<file path="src/rtl/core/mf3_pkg.sv">
// Shared types, constants and the three-input sort helper of the 3x3 median filter.
`default_nettype none
package mf3_pkg;

    localparam int MAX_WIDTH  = 2048;
    localparam int MAX_HEIGHT = 4096;

    localparam int PIX_W  = 8;
    localparam int COL_W  = $clog2(MAX_WIDTH);
    localparam int ROW_W  = $clog2(MAX_HEIGHT);
    localparam int WCFG_W = 12;
    localparam int HCFG_W = 13;

    // Widths in which counters and register values are compared.
    localparam int W_CMP_W = (WCFG_W > COL_W + 1) ? WCFG_W : COL_W + 1;
    localparam int H_CMP_W = (HCFG_W > ROW_W + 1) ? HCFG_W : ROW_W + 1;

    localparam int OUT_BITS    = PIX_W + ROW_W + COL_W;
    localparam int OUT_TDATA_W = ((OUT_BITS + 7) / 8) * 8;

    localparam int Q_DEPTH = 4;
    localparam int Q_PTR_W = $clog2(Q_DEPTH);
    localparam int Q_CNT_W = $clog2(Q_DEPTH + 1);

    localparam int CFG_ADDR_W = 3;
    localparam int CFG_DATA_W = 32;
    localparam logic [WCFG_W-1:0] WIDTH_RESET  = WCFG_W'(640);
    localparam logic [HCFG_W-1:0] HEIGHT_RESET = HCFG_W'(480);

    // Register index, taken from paddr[2].
    localparam logic CFG_IDX_WIDTH  = 1'b0;
    localparam logic CFG_IDX_HEIGHT = 1'b1;

    typedef struct packed {
        logic [PIX_W-1:0] grey;
        logic [COL_W-1:0] addr;
        logic [ROW_W-1:0] row;
        logic [COL_W-1:0] col;
        logic             emit;
        logic             last;
    } item_t;

    typedef struct packed {
        logic [ROW_W-1:0] row;
        logic [COL_W-1:0] col;
        logic             last;
    } tag_t;

    typedef struct packed {
        logic [PIX_W-1:0] lo;
        logic [PIX_W-1:0] mid;
        logic [PIX_W-1:0] hi;
    } trio_t;

    function automatic trio_t sort3(input logic [PIX_W-1:0] a,
                                    input logic [PIX_W-1:0] b,
                                    input logic [PIX_W-1:0] c);
        logic [PIX_W-1:0] l0;
        logic [PIX_W-1:0] h0;
        logic [PIX_W-1:0] l1;
        logic [PIX_W-1:0] h1;
        logic [PIX_W-1:0] l2;
        logic [PIX_W-1:0] h2;
        trio_t t;
        l0 = (a < b) ? a : b;
        h0 = (a < b) ? b : a;
        l1 = (h0 < c) ? h0 : c;
        h1 = (h0 < c) ? c : h0;
        l2 = (l0 < l1) ? l0 : l1;
        h2 = (l0 < l1) ? l1 : l0;
        t.lo  = l2;
        t.mid = h2;
        t.hi  = h1;
        return t;
    endfunction

endpackage
`default_nettype wire

</file>
<file path="src/rtl/core/mf3_front.sv">
// Front end: accepts pixels, tracks row and column, and tags each pixel for the back end.
`default_nettype none
module mf3_front (
    input  wire logic                         clk,
    input  wire logic                         rst_n,
    input  wire logic [mf3_pkg::WCFG_W-1:0]   width_cfg,
    input  wire logic [mf3_pkg::HCFG_W-1:0]   height_cfg,
    input  wire logic                         in_valid,
    output logic                              in_ready,
    input  wire logic [mf3_pkg::PIX_W-1:0]    in_grey,
    input  wire logic                         in_frame_start,
    output logic                              push_valid,
    input  wire logic                         push_ready,
    output mf3_pkg::item_t                    push_item
);

    logic [mf3_pkg::COL_W-1:0]   col_cnt_reg;
    logic [mf3_pkg::COL_W-1:0]   col_cnt_next;
    logic [mf3_pkg::ROW_W-1:0]   row_cnt_reg;
    logic [mf3_pkg::ROW_W-1:0]   row_cnt_next;
    logic [mf3_pkg::W_CMP_W-1:0] w_lim;
    logic [mf3_pkg::H_CMP_W-1:0] h_lim;
    logic [mf3_pkg::W_CMP_W-1:0] w_cfg_x;
    logic [mf3_pkg::H_CMP_W-1:0] h_cfg_x;
    logic [mf3_pkg::COL_W-1:0]   c;
    logic [mf3_pkg::ROW_W-1:0]   r;
    logic [mf3_pkg::W_CMP_W-1:0] c_x;
    logic [mf3_pkg::H_CMP_W-1:0] r_x;
    logic                        accept;

    assign w_cfg_x = mf3_pkg::W_CMP_W'(width_cfg);
    assign h_cfg_x = mf3_pkg::H_CMP_W'(height_cfg);

    // Saturate the programmed frame size to the supported range.
    always_comb
    begin
        if (w_cfg_x < mf3_pkg::W_CMP_W'(3))
        begin
            w_lim = mf3_pkg::W_CMP_W'(3);
        end
        else if (w_cfg_x > mf3_pkg::W_CMP_W'(mf3_pkg::MAX_WIDTH))
        begin
            w_lim = mf3_pkg::W_CMP_W'(mf3_pkg::MAX_WIDTH);
        end
        else
        begin
            w_lim = w_cfg_x;
        end
        if (h_cfg_x < mf3_pkg::H_CMP_W'(3))
        begin
            h_lim = mf3_pkg::H_CMP_W'(3);
        end
        else if (h_cfg_x > mf3_pkg::H_CMP_W'(mf3_pkg::MAX_HEIGHT))
        begin
            h_lim = mf3_pkg::H_CMP_W'(mf3_pkg::MAX_HEIGHT);
        end
        else
        begin
            h_lim = h_cfg_x;
        end
    end

    assign c   = in_frame_start ? '0 : col_cnt_reg;
    assign r   = in_frame_start ? '0 : row_cnt_reg;
    assign c_x = mf3_pkg::W_CMP_W'(c);
    assign r_x = mf3_pkg::H_CMP_W'(r);

    assign in_ready   = push_ready;
    assign push_valid = in_valid;
    assign accept     = in_valid && push_ready;

    always_comb
    begin
        push_item.grey = in_grey;
        push_item.addr = c;
        push_item.row  = r - mf3_pkg::ROW_W'(1);
        push_item.col  = c - mf3_pkg::COL_W'(1);
        push_item.emit = (r >= mf3_pkg::ROW_W'(2)) && (c >= mf3_pkg::COL_W'(2))
                         && (r_x < h_lim) && (c_x < w_lim);
        push_item.last = (r_x == h_lim - mf3_pkg::H_CMP_W'(1))
                         && (c_x == w_lim - mf3_pkg::W_CMP_W'(1));
    end

    // Past a lowered limit, a column wraps at its next advance, a row at a column wrap.
    always_comb
    begin
        if (c_x + mf3_pkg::W_CMP_W'(1) >= w_lim)
        begin
            col_cnt_next = '0;
            if (r_x + mf3_pkg::H_CMP_W'(1) >= h_lim)
            begin
                row_cnt_next = '0;
            end
            else
            begin
                row_cnt_next = r + mf3_pkg::ROW_W'(1);
            end
        end
        else
        begin
            col_cnt_next = c + mf3_pkg::COL_W'(1);
            row_cnt_next = r;
        end
    end

    always_ff @(posedge clk or negedge rst_n)
    begin
        if (!rst_n)
        begin
            col_cnt_reg <= '0;
            row_cnt_reg <= '0;
        end
        else if (accept)
        begin
            col_cnt_reg <= col_cnt_next;
            row_cnt_reg <= row_cnt_next;
        end
    end

endmodule
`default_nettype wire

</file>
<file path="config.mk">
export PLATFORM = sky130hd
export DESIGN_NAME = mf3_front
export DESIGN_NICKNAME = d
export VERILOG_FILES = /design/src/rtl/core/mf3_pkg.sv /design/src/rtl/core/mf3_front.sv
export SDC_FILE = /design/constraint.sdc
export NUM_CORES = 1
export LEC_CHECK = 0
export ABC_AREA = 1
export BUFFER_PORTS_ARGS = -buffer_cell sky130_fd_sc_hd__buf_2
export CAP_MARGIN = 10
export CORE_ASPECT_RATIO = 0.6
export CORE_MARGIN = 1
export CORE_UTILIZATION = 40
export CTS_BUF_LIST = sky130_fd_sc_hd__clkbuf_16
export CTS_CLUSTER_DIAMETER = 40
export CTS_CLUSTER_SIZE = 40
export DETAILED_ROUTE_END_ITERATION = 8
export PLACE_DENSITY = 0.6
export SETUP_SLACK_MARGIN = 0.15
export SYNTH_ARGS = -nofsm -noshare
export SYNTH_HDL_FRONTEND = slang
export SYNTH_SLANG_ARGS = --single-unit
</file>
<file path="constraint.sdc">
create_clock -name clk -period 3.94 [get_ports clk]
set_input_delay 0.591 -clock clk [delete_from_list [all_inputs] [get_ports clk]]
set_output_delay 0.591 -clock clk [all_outputs]
set_load 0.01 [all_outputs]
</file>
==> summary.txt <==
GRT
  – Total Routing Usage GR: 0.263
  – GR Overflow Total: 0
  – Initial antenna violation count: 0
  – Vias in the first global route: 4397
  – First-pass GRT wire length: 23400 µm
  – Pin count of the biggest net entering global routing: 26

Placement
  – DP Area: 0.00490 mm²
  – # port buffers: 67
  – GPL Wtd Cong: 0.902
  – Worst slack at placement: -0.0562 ns
  – HPWL after DPL: 12200 µm

Timing
  – Pins Over Slew Limit: 0
  – Worst slew margin: 0.399
  – Fin Clk Skew: 0.00300 ns
  – RSZ-0062 raised after global routing: true
  – Setup violators final: 0
  – Max Fclk: 274 MHz
  – Fin worst setup slack: 0.290 ns
  – Actual slew at the worst max-slew pin: 0.890 ns
  – Tmin final: 3.65 ns
  – Hold Fails Final Rpt: 0
  – Hold_ws: 0.305 ns
  – Final period utilization: 0.926

Power
  – PwrDens: 230 mW/mm²
  – Leakage: 2.85 nW
  – Post-layout power: 1.17 mW
  – Worst vdd ir: 0.185 mV

Worst setup path
  – Crit-path max cell delay: 0.21 ns
  – Crit path kind: input pin to primary output
  – Critical path's slowest cell: ha_4
  – Crit path arrival time: 3.06 ns
  – CP cell instances: buf_2 -> inv_1 -> nand3_1 -> nor3_2 -> inv_1 -> nand2_4 -> inv_2 -> ha_4 -> xor2_1 -> nor3b_2 -> o21ai_1 -> nor2_1 -> nand2_1 -> nor2_2 -> nand2_1 -> nor2_1 -> nand3_1 -> nor2_2 -> buf_2
  – Critical Path RT: 3.35 ns
  – Reg2Reg Setup Slack: 0.83 ns
  – Crit path max-delay family: simple AND/OR/NAND/NOR gates
  – WP buf/inv: 5
  – Startpoint types: input pin
  – Worst Path Max Fanout: 5
  – Crit end category: primary output

Routing
  – Final ANT Viol Nets: 0
  – # DRC: 0
  – Iteration-0 DRC Markers: 412
  – Via/cell ratio: 5.29
  – DR WL/cell: 15.7 µm
  – Aggregate routed wire length: 14400 µm
  – Vias after detailed routing: 4846
  – 1st-pass router iterations: 5

Synth
  – Leading area contributor after synthesis: ha_1
  – Ys Warns: 0
  – Synth Register Bits: 23
  – Primary FF master, synth: dfrtp_1
  – Main area contributors after synthesis: ha_1 (16%), nand2_1 (16%), dfrtp_1 (13%)
  – Mapped Nets: 800
  – Async set or reset register ratio after synthesis: 1.00
  – Post-synthesis cell type count: 47
  – Seq/Total Area, Yosys: 0.131
  – Mean Syn Cell Area: 6.23 µm²
  – Mapped Cells: 705
  – Post-synthesis cell area: 0.00439 mm²
  – Post-synth EDFFs: 0
  – Top-area cell type share of the netlist area: 0.162

Floorplanning
  – Die area: 0.0114 mm²
  – Initial Util: 0.413
  – I/O Pins: 84
  – Die Ht: 83.2 µm
  – Row count: 29
  – Die X: 137 µm
  – Core area: 0.0106 mm²

Finish
  – Area of the multi-input gates: 0.00341 mm²
  – Register Area: 576 µm²
  – Diode count: 0
  – Area delta synth->final: 16.5%
  – Max reg flops: 12
  – Final Cell Area: 0.00512 mm²
  – Filler cells: 1144
  – Final Net Count: 873
  – Layout cells sized above 1: 0.189

Clock network
  – Max H-tree Level: 1
  – Longest Clk Path Bufs: 2
  – CTS clk-pin slew, worst paths: 0.06 ns
  – CTS tree: yes
  – CTS Hold Buffers Added: 0
  – CTS buffer count: 3
  – Root Buffer: clkbuf_16
  – Clk_lat worst skew: 0.26 ns
  – Clk sink count: 23

Job
  – Max Cap Viol: 0

Run status
  – Status: finished clean

Min path
  – Hold Path Class: input pin to async pin
layer usage:
metal  routed length [µm]  up-vias  GRT usage  share of wire
met5                    0        -          0              0
met2                 5170      207      0.323           0.36
met3                 1440        2     0.0684           0.10
met1                 7760     2182      0.451           0.54
met4                    4        0    0.00500        0.00028
li1                     -     2455          -              -
path summary, 6_finish.rpt:
kind,from,endpoint,cells past startpoint
setup / recovery,width_cfg[11],push_item[0],19
hold / removal,rst_n,row_cnt_reg[0],1
setup reg to reg,row_cnt_reg[0],row_cnt_reg[6],18
hold reg to reg,row_cnt_reg[10],row_cnt_reg[10],2
max in group asynchronous,rst_n,col_cnt_reg[10],1
min in group clk,row_cnt_reg[10],row_cnt_reg[10],2
per-stage QoR:
stage / std cells / setup TNS [ns] / util
after floorplan: 705 / 0 / -
after global placement: 909 / -0.0878 / 0.461
after detailed placement: 909 / -0.0562 / 0.461
after CTS: 914 / 0 / 0.473
after global routing: 916 / 0 / 0.481
final: 916 / 0 / 0.481
report_power, final:
group,internal (mW),switching [mW]
sequential,0.255,0.0123
clock,0.137,0.0880
combinational,0.242,0.440
total,0.634,0.541
logic make-up after synthesis:
kind of cell,count (synthesis),share of synthesized area
buf+inv,112,0.116
simple gates,376,0.387
compound gates,95,0.120
xor+xnor,42,0.0837
flops,23,0.131
fa+ha+maj,57,0.162
synth_stat cells, types with 4 or more instances:
library cell,number
nor2_2,5
o21ai_1,6
nand2_1,190
nor3_1,15
nand4_1,8
ha_1,57
nand3_1,64
o21ai_0,39
buf_4,11
dfrtp_1,23
nand2_2,9
nor2_1,67
o211ai_1,5
xor2_1,39
clkbuf_1,6
nor3_2,4
a21oi_1,31
inv_1,85
area by class of cell:
class,count,area share
multi-input combinational,570,0.666
tap,139,0.0340
timing repair buffer,91,0.104
inverter,89,0.0677
sequential,23,0.112
clock inverter,1,0.000978
clock buffer,3,0.0147
what timing repair did:
| action | 4_1_cts | 5_1_grt |
|---|---|---|
| setup endpoints to repair | 1 | 14 |
| pin swaps | 2 | 11 |
| endpoints found under the hold margin | 0 | 0 |
| setup buffers | 1 | 2 |
| resized for setup | 7 | 26 |
cell usage in the layout, fill, tap and decap left out, types with 2 or more instances in the layout:
| cell type | synthesis | final |
|---|---|---|
| nand4_1 | 8 | 8 |
| buf_4 | 11 | 22 |
| buf_2 | 1 | 67 |
| nor4_4 | 2 | 2 |
| dfrtp_1 | 23 | 23 |
| o21bai_1 | 2 | 2 |
| nor4_1 | 2 | 2 |
| o41ai_1 | 2 | 2 |
| nand2_2 | 9 | 13 |
| nor3_2 | 4 | 5 |
| nor2_1 | 67 | 59 |
| nand3_1 | 64 | 63 |
| inv_1 | 85 | 83 |
| a21oi_1 | 31 | 29 |
| o21ai_1 | 6 | 9 |
| xnor2_1 | 3 | 3 |
| inv_2 | 2 | 4 |
| nor3_1 | 15 | 14 |
| ha_4 | 0 | 2 |
| nand2_1 | 190 | 185 |
| ha_1 | 57 | 55 |
| o21ai_0 | 39 | 36 |
| nor2_4 | 1 | 3 |
| nor2_2 | 5 | 11 |
| clkbuf_16 | 0 | 3 |
| nand2_4 | 3 | 4 |
| o211ai_1 | 5 | 5 |
| xor2_1 | 39 | 39 |
| a21oi_2 | 0 | 2 |
| o31ai_1 | 3 | 3 |
(Power assumes the default switching activity.)
