`config.mk`:
```
export PLATFORM = sky130hd
export DESIGN_NAME = mf3_queue
export DESIGN_NICKNAME = d
export VERILOG_FILES = /design/src/rtl/core/mf3_pkg.sv /design/src/rtl/core/mf3_queue.sv
export SDC_FILE = /design/constraint.sdc
export NUM_CORES = 1
export LEC_CHECK = 0
export BUFFER_PORTS_ARGS = -buffer_cell sky130_fd_sc_hd__buf_2
export CAP_MARGIN = 20
export CORE_MARGIN = 2
export CORE_UTILIZATION = 55
export CTS_CLUSTER_SIZE = 8
export DETAILED_ROUTE_END_ITERATION = 10
export PLACE_DENSITY_LB_ADDON = 0.25
export RECOVER_POWER = 25
export SYNTH_ARGS = -nofsm -noshare
export SYNTH_HDL_FRONTEND = slang
export SYNTH_SLANG_ARGS = --single-unit
```
`constraint.sdc`:
```
create_clock -name clk -period 5.4 [get_ports clk]
set_input_delay 0.27 -clock clk [delete_from_list [all_inputs] [get_ports clk]]
set_output_delay 0.27 -clock clk [all_outputs]
set_load 0.01 [all_outputs]
```
`src/rtl/core/mf3_pkg.sv`:
```
// Shared types, constants and the three-input sort helper of the 3x3 median filter.
`default_nettype none
package mf3_pkg;

    localparam int MAX_WIDTH  = 2048;
    localparam int MAX_HEIGHT = 4096;

    localparam int PIX_W  = 8;
    localparam int COL_W  = $clog2(MAX_WIDTH);
    localparam int ROW_W  = $clog2(MAX_HEIGHT);
    localparam int WCFG_W = 12;
    localparam int HCFG_W = 13;

    // Widths in which counters and register values are compared.
    localparam int W_CMP_W = (WCFG_W > COL_W + 1) ? WCFG_W : COL_W + 1;
    localparam int H_CMP_W = (HCFG_W > ROW_W + 1) ? HCFG_W : ROW_W + 1;

    localparam int OUT_BITS    = PIX_W + ROW_W + COL_W;
    localparam int OUT_TDATA_W = ((OUT_BITS + 7) / 8) * 8;

    localparam int Q_DEPTH = 4;
    localparam int Q_PTR_W = $clog2(Q_DEPTH);
    localparam int Q_CNT_W = $clog2(Q_DEPTH + 1);

    localparam int CFG_ADDR_W = 3;
    localparam int CFG_DATA_W = 32;
    localparam logic [WCFG_W-1:0] WIDTH_RESET  = WCFG_W'(640);
    localparam logic [HCFG_W-1:0] HEIGHT_RESET = HCFG_W'(480);

    // Register index, taken from paddr[2].
    localparam logic CFG_IDX_WIDTH  = 1'b0;
    localparam logic CFG_IDX_HEIGHT = 1'b1;

    typedef struct packed {
        logic [PIX_W-1:0] grey;
        logic [COL_W-1:0] addr;
        logic [ROW_W-1:0] row;
        logic [COL_W-1:0] col;
        logic             emit;
        logic             last;
    } item_t;

    typedef struct packed {
        logic [ROW_W-1:0] row;
        logic [COL_W-1:0] col;
        logic             last;
    } tag_t;

    typedef struct packed {
        logic [PIX_W-1:0] lo;
        logic [PIX_W-1:0] mid;
        logic [PIX_W-1:0] hi;
    } trio_t;

    function automatic trio_t sort3(input logic [PIX_W-1:0] a,
                                    input logic [PIX_W-1:0] b,
                                    input logic [PIX_W-1:0] c);
        logic [PIX_W-1:0] l0;
        logic [PIX_W-1:0] h0;
        logic [PIX_W-1:0] l1;
        logic [PIX_W-1:0] h1;
        logic [PIX_W-1:0] l2;
        logic [PIX_W-1:0] h2;
        trio_t t;
        l0 = (a < b) ? a : b;
        h0 = (a < b) ? b : a;
        l1 = (h0 < c) ? h0 : c;
        h1 = (h0 < c) ? c : h0;
        l2 = (l0 < l1) ? l0 : l1;
        h2 = (l0 < l1) ? l1 : l0;
        t.lo  = l2;
        t.mid = h2;
        t.hi  = h1;
        return t;
    endfunction

endpackage
`default_nettype wire

```
`src/rtl/core/mf3_queue.sv`:
```
// Short FIFO of tagged pixels between the front end and the back end.
`default_nettype none
module mf3_queue (
    input  wire logic           clk,
    input  wire logic           rst_n,
    input  wire logic           push_valid,
    output logic                push_ready,
    input  wire mf3_pkg::item_t push_item,
    output logic                head_valid,
    input  wire logic           head_take,
    output mf3_pkg::item_t      head_item
);

    mf3_pkg::item_t              entry_reg [mf3_pkg::Q_DEPTH];
    logic [mf3_pkg::Q_PTR_W-1:0] wr_ptr_reg;
    logic [mf3_pkg::Q_PTR_W-1:0] rd_ptr_reg;
    logic [mf3_pkg::Q_CNT_W-1:0] count_reg;
    logic [mf3_pkg::Q_CNT_W-1:0] count_next;
    logic                        push;
    logic                        pop;

    assign push_ready = (count_reg != mf3_pkg::Q_CNT_W'(mf3_pkg::Q_DEPTH));
    assign head_valid = (count_reg != '0);
    assign head_item  = entry_reg[rd_ptr_reg];
    assign push       = push_valid && push_ready;
    assign pop        = head_take && head_valid;

    always_comb
    begin
        count_next = count_reg;
        if (push && !pop)
        begin
            count_next = count_reg + mf3_pkg::Q_CNT_W'(1);
        end
        else if (pop && !push)
        begin
            count_next = count_reg - mf3_pkg::Q_CNT_W'(1);
        end
    end

    always_ff @(posedge clk or negedge rst_n)
    begin
        if (!rst_n)
        begin
            wr_ptr_reg <= '0;
            rd_ptr_reg <= '0;
            count_reg  <= '0;
        end
        else
        begin
            if (push)
            begin
                wr_ptr_reg <= wr_ptr_reg + mf3_pkg::Q_PTR_W'(1);
            end
            if (pop)
            begin
                rd_ptr_reg <= rd_ptr_reg + mf3_pkg::Q_PTR_W'(1);
            end
            count_reg <= count_next;
        end
    end

    always_ff @(posedge clk)
    begin
        if (push)
        begin
            entry_reg[wr_ptr_reg] <= push_item;
        end
    end

`ifndef SYNTHESIS
    a_count_bound: assert property (@(posedge clk) disable iff (!rst_n)
        count_reg <= mf3_pkg::Q_CNT_W'(mf3_pkg::Q_DEPTH))
        else $error("queue fill count exceeds its depth");
`endif

endmodule
`default_nettype wire

```
==> metrics.md, run 1 <==
| Metric | Value |
|---|---|
| Global-route wire length before repair | between 15,000 and 20,000 um |
| Detail Route Antenna Nets | 0 |
| CP max FO | between 40 and 50 |
| Critical path arrival | 2.27 ns |
| Flop2flop setup slack | 3.30 ns |
| Post-cts resize count | 0 |
| Area contributors post-synth | edfxtp_1 (77%), mux4_2 (13%), dfrtp_1 (2.6%), mux4_1 (2.3%), buf_12 (1.2%) |
| Placed cells | 521 |
| Kind of cell adding the most delay to the critical path | flip-flops |
| Post-layout nets | 427 |
| Pre-antenna DRT Iters | 4 |
| Hold path cells | 1 |
| Port Buffer Count | between 90 and 100 |
| Root Buffer | clkbuf_16 |
| Final Hold Fails | 0 |
| Clock Latency Late Sink | about 0.42 ns |
| Area grow syn2layout | 17.8% |
| Final Non-Filler Cells | about 550 |
| Top cell type's share of synthesized area | between 70% and 80% |
| Setup_tns | 0 ns |
| Core Util, Final | between 60% and 70% |
| Sw Pwr | between 0.001 and 0.0015 W |
| Slew @ Worst Pin | 0.913 ns |
| Synthesized area | 6820 um^2 |
| Post-synth top flop | edfxtp_1 |
| Synth async-reset ratio | 3.83% |
| FP Rows | 40 |
| Fin worst setup slack | between 2 and 3 ns |
| Initial DRC Count | approximately 190 |
| WP buf/inv | 1 |
| Req. time, crit path | between 5 and 6 ns |
| Layout cells sized above 1 | between 30% and 40% |
| Capture point of the worst reg-to-reg path | count_reg[2] |
| Warning count from the yosys run | 0 |
| Clk slew on worst S/H paths | approximately 0.060 ns |
| Die X | between 100 and 150 um |
| Max Slew Vio Count | 0 |
| Max VDD drop | ~360 uV |
| Seq/Total Area, Yosys | 80.0% |
| Max reg flops | between 150 and 200 |
| Hold Crit Start | push_item[20] |
| Combinational Power Share | about a quarter |
| CTS Buf Count | 17 |
| Routed len/inst | 19.8 um |
| RSZ-0062 raised after global routing | no |
| Place WS | approximately 3.2 ns |
| Hold endpoint | entry_reg[3][20] |
| Final period utilization | between 40% and 50% |
| P_leak | ~2.7 nW |
| Synthesized net count | about 320 |
| Worst r2r src | count_reg[1] |
| Fmax | 393 MHz |
| Unique cell type count in the Yosys netlist | 19 |
| Final setup fails | 0 |
| Slowest CP cell | dfrtp_4 |
| Maxcap violations | 0 |
| Largest net degree at the start of global routing | 47 |
| Core Footprint | between 10,000 and 15,000 um^2 |
| Vias in the first global route | 3,221 |
| Clk network pwr share | slightly below 30% |
| Status | finished, final reports clean |
| CTS tree | built |
| Antenna cells | 0 |
| GP Congestion | 0.685 |
| # IOs | 94 |
| Post-Route WL | ~11,000 um |
| DP HPWL | 6270 um |
| Post-synth EDFFs | between 150 and 200 |
| Post-CTS Setup Inserts | 0 |
| GRT overflow | 0 |
| Via count | 3,030 |
| Count leader, synth | edfxtp_1 |
| FF-to-FF path depth | 8 |
| Die area | 13,300 um^2 |
| Fillers | ~800 |
| Via density | 5.48 |
| CTS sink cnt | between 150 and 200 |
| DIE HEIGHT | roughly 120 um |
| Critical path type | register to output port |
| Hold WS | 0.0736 ns |
| Dominant cell type by area after synthesis | edfxtp_1 |
| Depth of the CTS H-tree | 4 |
| Clock Skew | between 0.006 and 0.007 ns |
| Pwr Density | 558 nW/um^2 |
| Number of remaining DRC errors | 0 |
| Synth Area per Inst | 25.7 um^2 |
| Initial antenna violation count | 0 |
| Hold Path Class | input port to register |
| Crit-path cells | mux4_1, buf_2 |
| Initial Util | between 50% and 60% |
| Crit. End Element | output port |
| Minimum clock period | approximately 2.5 ns |
| Top cells by count, synth | edfxtp_1 (176), mux4_2 (38), dfrtp_1 (7) |
| Post-Syn Instances | between 200 and 300 |
| CP startpoint kind | register |
| P_int | about 0.0033 W |
| Flop pwr share | a little under half |
| Longest Clk Path Bufs | 2 |
| Switching share of total power | a little over a quarter |
| Synth Register Bits | around 180 |
| GR Util All Layers | 18.1% |
| Max_slew headroom | ~39% |
| Max incr delay on CP | roughly 1.0 ns |
==> cell type report <==
| cell class | count | area (um^2) | area share, % |
|---|---|---|---|
| clock buffers | 17 | 425 | 5.29 |
| clock inverters | 14 | 208 | 2.58 |
| inverters | 3 | 11.3 | 0.140 |
| multi-input cells | 69 | 1240 | 15.4 |
| flip-flops and latches | 183 | 5470 | 68.0 |
| well taps | 168 | 210 | 2.62 |
| repair buffers | 99 | 478 | 5.95 |
==> metrics by stage <==
step | cell area, um^2 | power (W)
floorplan | 6820 | 0.00288
global placement | 7430 | 0.00323
detailed placement | 7430 | 0.00326
CTS | 8070 | 0.00456
global route | 8040 | 0.00471
finish | 8040 | 0.00449
==> power by group through the flow <==
stage	Clock (W)	Combinational [W]	Sequential, W
6_report	0.00130	0.00111	0.00208
5_1_grt	0.00137	0.00121	0.00213
4_1_cts	0.00132	0.00114	0.00210
3_5_place_dp	0	0.00113	0.00213
3_3_place_gp	0	0.00112	0.00211
2_1_floorplan	0	0.000917	0.00197
==> routing by layer <==
layer | vias to the layer above | wire (um) | GRT usage, %
met1 | 1588 | 4640 | 23.3
met5 | - | 0 | 0
li1 | 1339 | - | -
met4 | 0 | 180 | 7.31
met2 | 87 | 5530 | 29.7
met3 | 16 | 573 | 5.17
==> how the worst max path moves through the flow <==
stage / start / endpoint / slack [ns] / depth (start not counted)
detailed placement: rd_ptr_reg[0] / head_item[39] / 3.24 / 2
global placement: rd_ptr_reg[0] / head_item[39] / 3.23 / 2
global route: rd_ptr_reg[0] / head_item[39] / 2.68 / 2
CTS: rd_ptr_reg[0] / head_item[39] / 2.78 / 2
floorplan: count_reg[0] / entry_reg[0][0] / 3.16 / 3
finish: rd_ptr_reg[0] / head_item[31] / 2.86 / 2
==> layout by cell type, fill, tap and decap left out, types with 6 or more instances in the layout <==
master     netlist  layout
buf_2            5      65
clkbuf_1         0      28
clkbuf_16        0      17
edfxtp_1       176     176
mux4_1           6       6
mux4_2          38      38
==> repair_timing <==
item                                   4_1_cts  5_1_grt
hold buffers                                 1        0
endpoints found under the hold margin        7        0
setup endpoints to repair                    0        0
==> worst register-to-register path, stage by stage, from the launching register on <==
cell     delay, ns
dfrtp_1       0.41
or3_1         0.44
nand2_1       0.13
ha_1          0.19
inv_1         0.06
fa_1          0.37
xor2_1        0.15
nor2_1        0.11
xor2_1        0.16
==> cell families after synthesis <==
group | share of synthesized area [%]
flops | 80.0
mux | 15.2
buf+inv | 1.87
simple gates | 0.752
xor+xnor | 0.770
fa+ha+maj | 1.21
compound gates | 0.165
Power figures use the tool's default switching activity.
==> inputs of run 2 (changes only) <==
CORE_UTILIZATION = 51   (was 55)
clock period = 2.3 ns   (was 5.4 ns; I/O delays follow)
==> run 2 against run 1 <==
Against the previous run: worst setup slack got worse by 2.7 ns; die area increased by 7.6%; cell count increased by 11%; clock power increased by 130%; critical path type is now register to register; largest power group unchanged; largest cell class unchanged; global-route usage decreased by 0.50 points; clock skew decreased by 0.0011 ns.
==> metrics.md, run 2 (synthesis gave the netlist of run 1 again) <==
| Metric | Value |
|---|---|
| Status | finished, final reports clean |
| Crit. End Element | register |
| Die X | 120 um (+3.7%) |
| CP dominant cell by count | xor2_1 |
| Global-route wire length before repair | 18,500 um (+7.2%) |
| Setup_tns | 0 ns (unchanged) |
| Clock Skew | 0.00500 ns (-0.00113 ns) |
| Sw Pwr | 0.00295 W (+140%) |
| Initial antenna violation count | 0 (unchanged) |
| CTS sink cnt | 183 (unchanged) |
| Initial Util | 51.9% (-4.6 points) |
| Detail Route Antenna Nets | 0 (unchanged) |
| RSZ-0062 raised after global routing | no |
| Fmax | 474 MHz |
| Final Hold Fails | 0 (unchanged) |
| Max incr delay on CP | 0.44 ns (-0.60 ns) |
| Clk network pwr share | 27.4% (-1.5 points) |
| Kind of cell adding the most delay to the critical path | simple AND/OR/NAND/NOR gates |
| Max Slew Vio Count | 0 (unchanged) |
| DP HPWL | 6980 um (+11%) |
| CP max FO | 4 (-91%) |
| Pwr Density | 1250 nW/um^2 (+120%) |
| Crit-path cells | or3_1, nand2_1, ha_1, inv_1, fa_1, xor2_1, nor2_1, xor2_1 |
| Max reg flops | 176 (unchanged) |
| CTS Buf Count | 17 (unchanged) |
| GP Congestion | 0.711 (+3.8%) |
| # IOs | 94 (unchanged) |
| Initial DRC Count | 233 (+21%) |
| Core Util, Final | 65.5% (-1.1 points) |
| Number of remaining DRC errors | 0 (unchanged) |
| Slew @ Worst Pin | 0.422 ns (-0.491 ns) |
| Post-CTS Setup Inserts | 0 (unchanged) |
| Final period utilization | roughly 90% |
| Post-Route WL | 11,500 um (+5.4%) |
| Req. time, crit path | 2.64 ns (-2.49 ns) |
| Clock Latency Late Sink | 0.42 ns (about the same) |
| Longest Clk Path Bufs | 2 (unchanged) |
| GR Util All Layers | 17.6% (-0.50 points) |
| Vias in the first global route | 3,531 (+9.6%) |
| Clk slew on worst S/H paths | 0.06 ns (about the same) |
| WP buf/inv | 1 (unchanged) |
| Slowest CP cell | or3_1 |
| Post-cts resize count | 0 (unchanged) |
| Max VDD drop | 847 uV (+140%) |
| Pre-antenna DRT Iters | 4 (unchanged) |
| # hold bufs at CTS | 46 (+45) |
| Final setup fails | 0 (unchanged) |
| FP Rows | 42 (+5.0%) |
| Combinational Power Share | 29.1% (+4.5 points) |
| P_leak | 2.98 nW (+8.8%) |
| DIE HEIGHT | 120 um (+3.7%) |
| Switching share of total power | 27.5% (+0.21 points) |
| Port Buffer Count | 93 (unchanged) |
| Most common cell after layout, fill and taps aside | edfxtp_1 |
| P_int | 0.00778 W (+140%) |
| Critical path type | register to register |
| Via count | 3,176 (+4.8%) |
| Maxcap violations | 0 (unchanged) |
| CTS tree | built |
| Met1 usage in global routing | 22.2% (-1.0 points) |
| Layout cells sized above 1 | 35.1% (-3.3 points) |
| Depth of the CTS H-tree | 4 (unchanged) |
| Antenna cells | 0 (unchanged) |
| Core Footprint | 13,100 um^2 (+8.9%) |
| CP startpoint kind | register |
| Routed len/inst | 18.8 um (-4.7%) |
| Max_slew headroom | 71.8% (+33 points) |
| Flop pwr share | 43.5% (-3.0 points) |
| Minimum clock period | 2.11 ns |
| Most frequent cells in the layout | edfxtp_1 (176), buf_2 (65), dlygate4sd3_1 (46), mux4_2 (38), clkbuf_1 (28) |
| GR Util met2 | 28.8% (-0.88 points) |
| Area grow syn2layout | 26.2% |
| Met3 usage | 5.89% (+0.73 points) |
| GRT overflow | 0 (unchanged) |
| Hold Path Class | input port to asynchronous set/reset pin |
| Via density | 5.19 (-5.3%) |
| Critical path arrival | 2.45 ns (+0.18 ns) |
| Root Buffer | clkbuf_16 |
| Largest net degree at the start of global routing | 27 (-43%) |
| Post-layout nets | 479 (+12%) |
| Die area | 14,300 um^2 (+7.6%) |
| Most Used Layer, Global Route | met2 |
run 2: per-layer routing:
layer,vias to the layer above,share of wire [%]
li1,1448,-
met2,86,50
met4,0,1.2
met3,15,5.6
met1,1627,43
met5,-,0
run 2: power groups by stage:
stage,sequential [W],combinational (W),clock (W)
after floorplan,0.00462,0.00215,0
after global placement,0.00470,0.00311,0
after detailed placement,0.00474,0.00315,0
after CTS,0.00467,0.00322,0.00301
after global routing,0.00473,0.00340,0.00312
final,0.00466,0.00312,0.00294
run 2: final timing paths:
kind                              startpoint  depth (start not counted)  slack, ns       endpoint
worst max register to register  count_reg[1]                          8       0.19   count_reg[2]
worst max-delay path            count_reg[1]                          8       0.19   count_reg[2]
max in group asynchronous              rst_n                          2       1.86  rd_ptr_reg[0]
worst min-delay path                   rst_n                          2       0.14   count_reg[0]
worst min register to register  count_reg[2]                          1       0.54   count_reg[2]
min in group clk                  push_valid                          3       0.17  wr_ptr_reg[0]
run 2: cell type report:
cell class / instances / area, um^2
flip-flops and latches: 183 / 5470
clock inverters: 13 / 179
multi-input cells: 69 / 1240
clock buffers: 17 / 425
fillers: 885 / 4530
well taps: 176 / 220
repair buffers: 151 / 1070
inverters: 3 / 11.3
run 2: stage by stage:
step / total power, W / hold slack [ns] / cells / area (um^2) / setup WS, ns
6_report: 0.0107 / 0.141 / 612 / 8610 / 0.191
5_1_grt: 0.0112 / 0.163 / 612 / 8610 / 0.0900
4_1_cts: 0.0109 / 0.0500 / 612 / 8640 / 0.185
3_5_place_dp: 0.00789 / -0.0405 / 536 / 7580 / 0.202
3_3_place_gp: 0.00781 / -0.0431 / 536 / 7580 / 0.290
2_1_floorplan: 0.00677 / -0.181 / 265 / 6820 / 0.0614
==> inputs of run 3 (changes only) <==
ABC_AREA = 1   (was unset)
CORE_UTILIZATION = 52   (was 51)
==> run 3 against run 2 <==
Against the previous run: cell area grew 7.5%; register-to-register slack improved by 0.25 ns; synthesized cell count rose by 120%; sequential share of layout area decreased by 4.5 points; clock-buffer cell count is 2 higher; global-route usage increased by 0.97 points; total power is 6.1% higher; utilization is 1.1 points lower; synthesized area is 11% higher; highest routed layer unchanged.
==> metrics.md, run 3 <==
| Metric | Value |
|---|---|
| Most common cell after layout, fill and taps aside | edfxtp_1 |
| GRT overflow | 0 (unchanged) |
| Most frequent cells in the layout | edfxtp_1 (176), nand2_1 (150), inv_1 (99), buf_2 (66), o211ai_1 (62) |
| Crit. End Element | output port |
| Vias in the first global route | 4,506 (+28%) |
| Critical path arrival | 1.89 ns (-0.56 ns) |
| Antenna cells | 0 (unchanged) |
| Initial antenna violation count | 0 (unchanged) |
| Number of remaining DRC errors | 0 (unchanged) |
| Area contributors post-synth | edfxtp_1 (70%), nand2_1 (7.4%), o211ai_1 (6.1%), inv_1 (4.9%), o211ai_2 (4.3%) |
| Dominant cell type by area after synthesis | edfxtp_1 |
| Max incr delay on CP | 0.44 ns (about the same) |
| Count leader, synth | edfxtp_1 |
| Root Buffer | clkbuf_16 |
| Post-layout nets | 771 (+61%) |
| Slowest CP cell | dfrtp_1 |
| Synthesized net count | 626 (+96%) |
| CP dominant cell by count | nand2_1 |
| Post-synth EDFFs | 176 (unchanged) |
| GR Util All Layers | 18.6% (+0.97 points) |
| Initial DRC Count | 317 (+36%) |
| Placed inst area | 8230 um^2 (+8.6%) |
| Detail Route Antenna Nets | 0 (unchanged) |
| Place WS | 0.473 ns (+0.271 ns) |
| Global-route wire length before repair | 22,200 um (+20%) |
| Longest Clk Path Bufs | 2 (unchanged) |
| Critical path type | register to output port |
| Port Buffer Count | 93 (unchanged) |
| Pre-antenna DRT Iters | 4 (unchanged) |
| # IOs | 94 (unchanged) |
| Post-synth top flop | edfxtp_1 |
| Warning count from the yosys run | 0 (unchanged) |
| DP HPWL | 8330 um (+19%) |
| Flop pwr share | 40.2% (-3.3 points) |
| Seq/Total Area, Yosys | 72.1% (-7.9 points) |
| Multi-input logic area | 1540 um^2 (+24%) |
| CP startpoint kind | register |
| Hold Path Class | input port to asynchronous set/reset pin |
| Status | finished, final reports clean |
| Synth Register Bits | 183 (unchanged) |
| Post-CTS Setup Inserts | 0 (unchanged) |
| Top cell type's share of synthesized area | 69.8% (-7.7 points) |
| P_int | 0.00747 W (-4.0%) |
| Clock Latency Late Sink | 0.43 ns (about the same) |
| GP Congestion | 0.723 (+1.7%) |
| Max_slew headroom | 55.0% (-17 points) |
| Synth Area per Inst | 13.2 um^2 (-49%) |
| Post-Syn Instances | 572 (+120%) |
| Top cells by count, synth | edfxtp_1 (176), nand2_1 (150), inv_1 (99) |
| # hold bufs at CTS | 47 (+2.2%) |
| P_leak | 3.73 nW (+25%) |
| Max Slew Vio Count | 0 (unchanged) |
| Maxcap violations | 0 (unchanged) |
| Sw Pwr | 0.00391 W (+33%) |
| Max reg flops | 176 (unchanged) |
| Register Area | 5460 um^2 (about the same) |
| Fmax | 499 MHz (+5.2%) |
| Post-Route WL | 13,800 um (+20%) |
| DIE HEIGHT | 125 um (+4.2%) |
| Cell area after layout | 9250 um^2 (+7.5%) |
| Fin worst setup slack | 0.295 ns (+0.104 ns) |
| CP max FO | 36 (+32) |
| Die area | 15,500 um^2 (+8.6%) |
| Clk slew on worst S/H paths | 0.06 ns (about the same) |
| CTS sink cnt | 183 (unchanged) |
| Die X | 125 um (+4.2%) |
| Slew @ Worst Pin | 0.675 ns (+0.253 ns) |
| Clock Skew | 0.00746 ns (+0.00246 ns) |
| Synth async-reset ratio | 3.83% (unchanged) |
| FP Rows | 44 (+4.8%) |
| Area grow syn2layout | 22.2% |
| Via count | 4,577 (+44%) |
| Final setup fails | 0 (unchanged) |
| Largest net degree at the start of global routing | 80 (+200%) |
| Combinational Power Share | 34.6% (+5.5 points) |
| Routed len/inst | 15.1 um (-20%) |
| Clk network pwr share | 25.1% (-2.3 points) |
| Crit-path cells | inv_6, buf_4, nand2_1, o211ai_1, nand2_1, buf_2 |
| Via density | 5.01 (-3.5%) |
| Unique cell type count in the Yosys netlist | 20 (+1) |
| Fillers | 1,028 (+16%) |
| Depth of the CTS H-tree | 4 (unchanged) |
| Final period utilization | 87.2% (-4.5 points) |
| FF-to-FF path depth | 10 (+2) |
| Initial Util | 52.7% (+0.78 points) |
| Post-cts resize count | 0 (unchanged) |
| CTS Buf Count | 17 (unchanged) |
| Max VDD drop | 817 uV (-3.5%) |
| Switching share of total power | 34.4% (+6.9 points) |
| Setup_tns | 0 ns (unchanged) |
| Core Footprint | 14,400 um^2 (+9.4%) |
| Final Hold Fails | 0 (unchanged) |
| Req. time, crit path | 2.18 ns (-0.46 ns) |
| Pwr Density | 1230 nW/um^2 (-1.3%) |
| RSZ-0062 raised after global routing | no |
| CTS tree | built |
| Minimum clock period | 2.00 ns (-0.104 ns) |
| Synthesized area | 7570 um^2 (+11%) |
| Layout cells sized above 1 | 19.5% (-16 points) |
==> run 3: power groups by stage <==
| stage | Combinational, W | Clock [W] | Sequential (W) |
|---|---|---|---|
| global placement | 0.00382 | 0 | 0.00462 |
| floorplan | 0.00273 | 0 | 0.00462 |
| global route | 0.00438 | 0.00304 | 0.00464 |
| CTS | 0.00400 | 0.00292 | 0.00459 |
| detailed placement | 0.00393 | 0 | 0.00465 |
| finish | 0.00394 | 0.00286 | 0.00458 |
==> run 3: cell families after synthesis <==
logic type               after synthesis  synth area share (%)
flip-flops                           183                  72.1
AND/OR/NAND/NOR                      162                  8.18
buffers and inverters                131                  8.00
AO/OA/AOI/OAI                         89                  10.5
XOR/XNOR                               1                 0.116
adder cells (fa/ha/maj)                6                  1.09
==> run 3: worst paths after layout <==
check,end,from,slack [ns]
max,head_item[18],rd_ptr_reg[0],0.30
min,rd_ptr_reg[0],rst_n,0.13
max reg2reg,count_reg[2],count_reg[0],0.44
min reg2reg,count_reg[2],count_reg[2],0.52
max in group asynchronous,rd_ptr_reg[1],rst_n,1.85
min in group clk,entry_reg[3][35],push_item[35],0.45
==> run 3: cell type report <==
class / count / share of cell area (%)
Sequential cell: 183 / 59.0
Clock inverter: 13 / 1.69
Inverter: 103 / 4.23
Clock buffer: 19 / 4.68
Timing Repair Buffer: 154 / 11.3
Tap cell: 184 / 2.49
Multi-Input combinational cell: 258 / 16.6
==> run 3: worst max-delay path, delay by kind of cell, from the launching register on <==
kind            cells  cell delay, ns
buf+inv             3            0.72
flops               1            0.44
simple gates        2            0.21
compound gates      1            0.09
==> run 3: metal layers <==
metal | part of all wire, % | global-route usage, %
met1 | 43 | 23.2
met2 | 51 | 31.5
met3 | 4.8 | 4.90
met4 | 1.2 | 6.54
met5 | 0 | 0
==> run 3: through the flow <==
stage | std cells | hold slack [ns] | total power, W | utilization [%]
floorplan | 572 | -0.181 | 0.00736 | -
global placement | 835 | -0.0407 | 0.00845 | 57.3
detailed placement | 835 | -0.0357 | 0.00858 | 57.3
CTS | 914 | 0.0334 | 0.0115 | 64.6
global route | 914 | 0.147 | 0.0121 | 64.4
finish | 914 | 0.126 | 0.0114 | 64.4
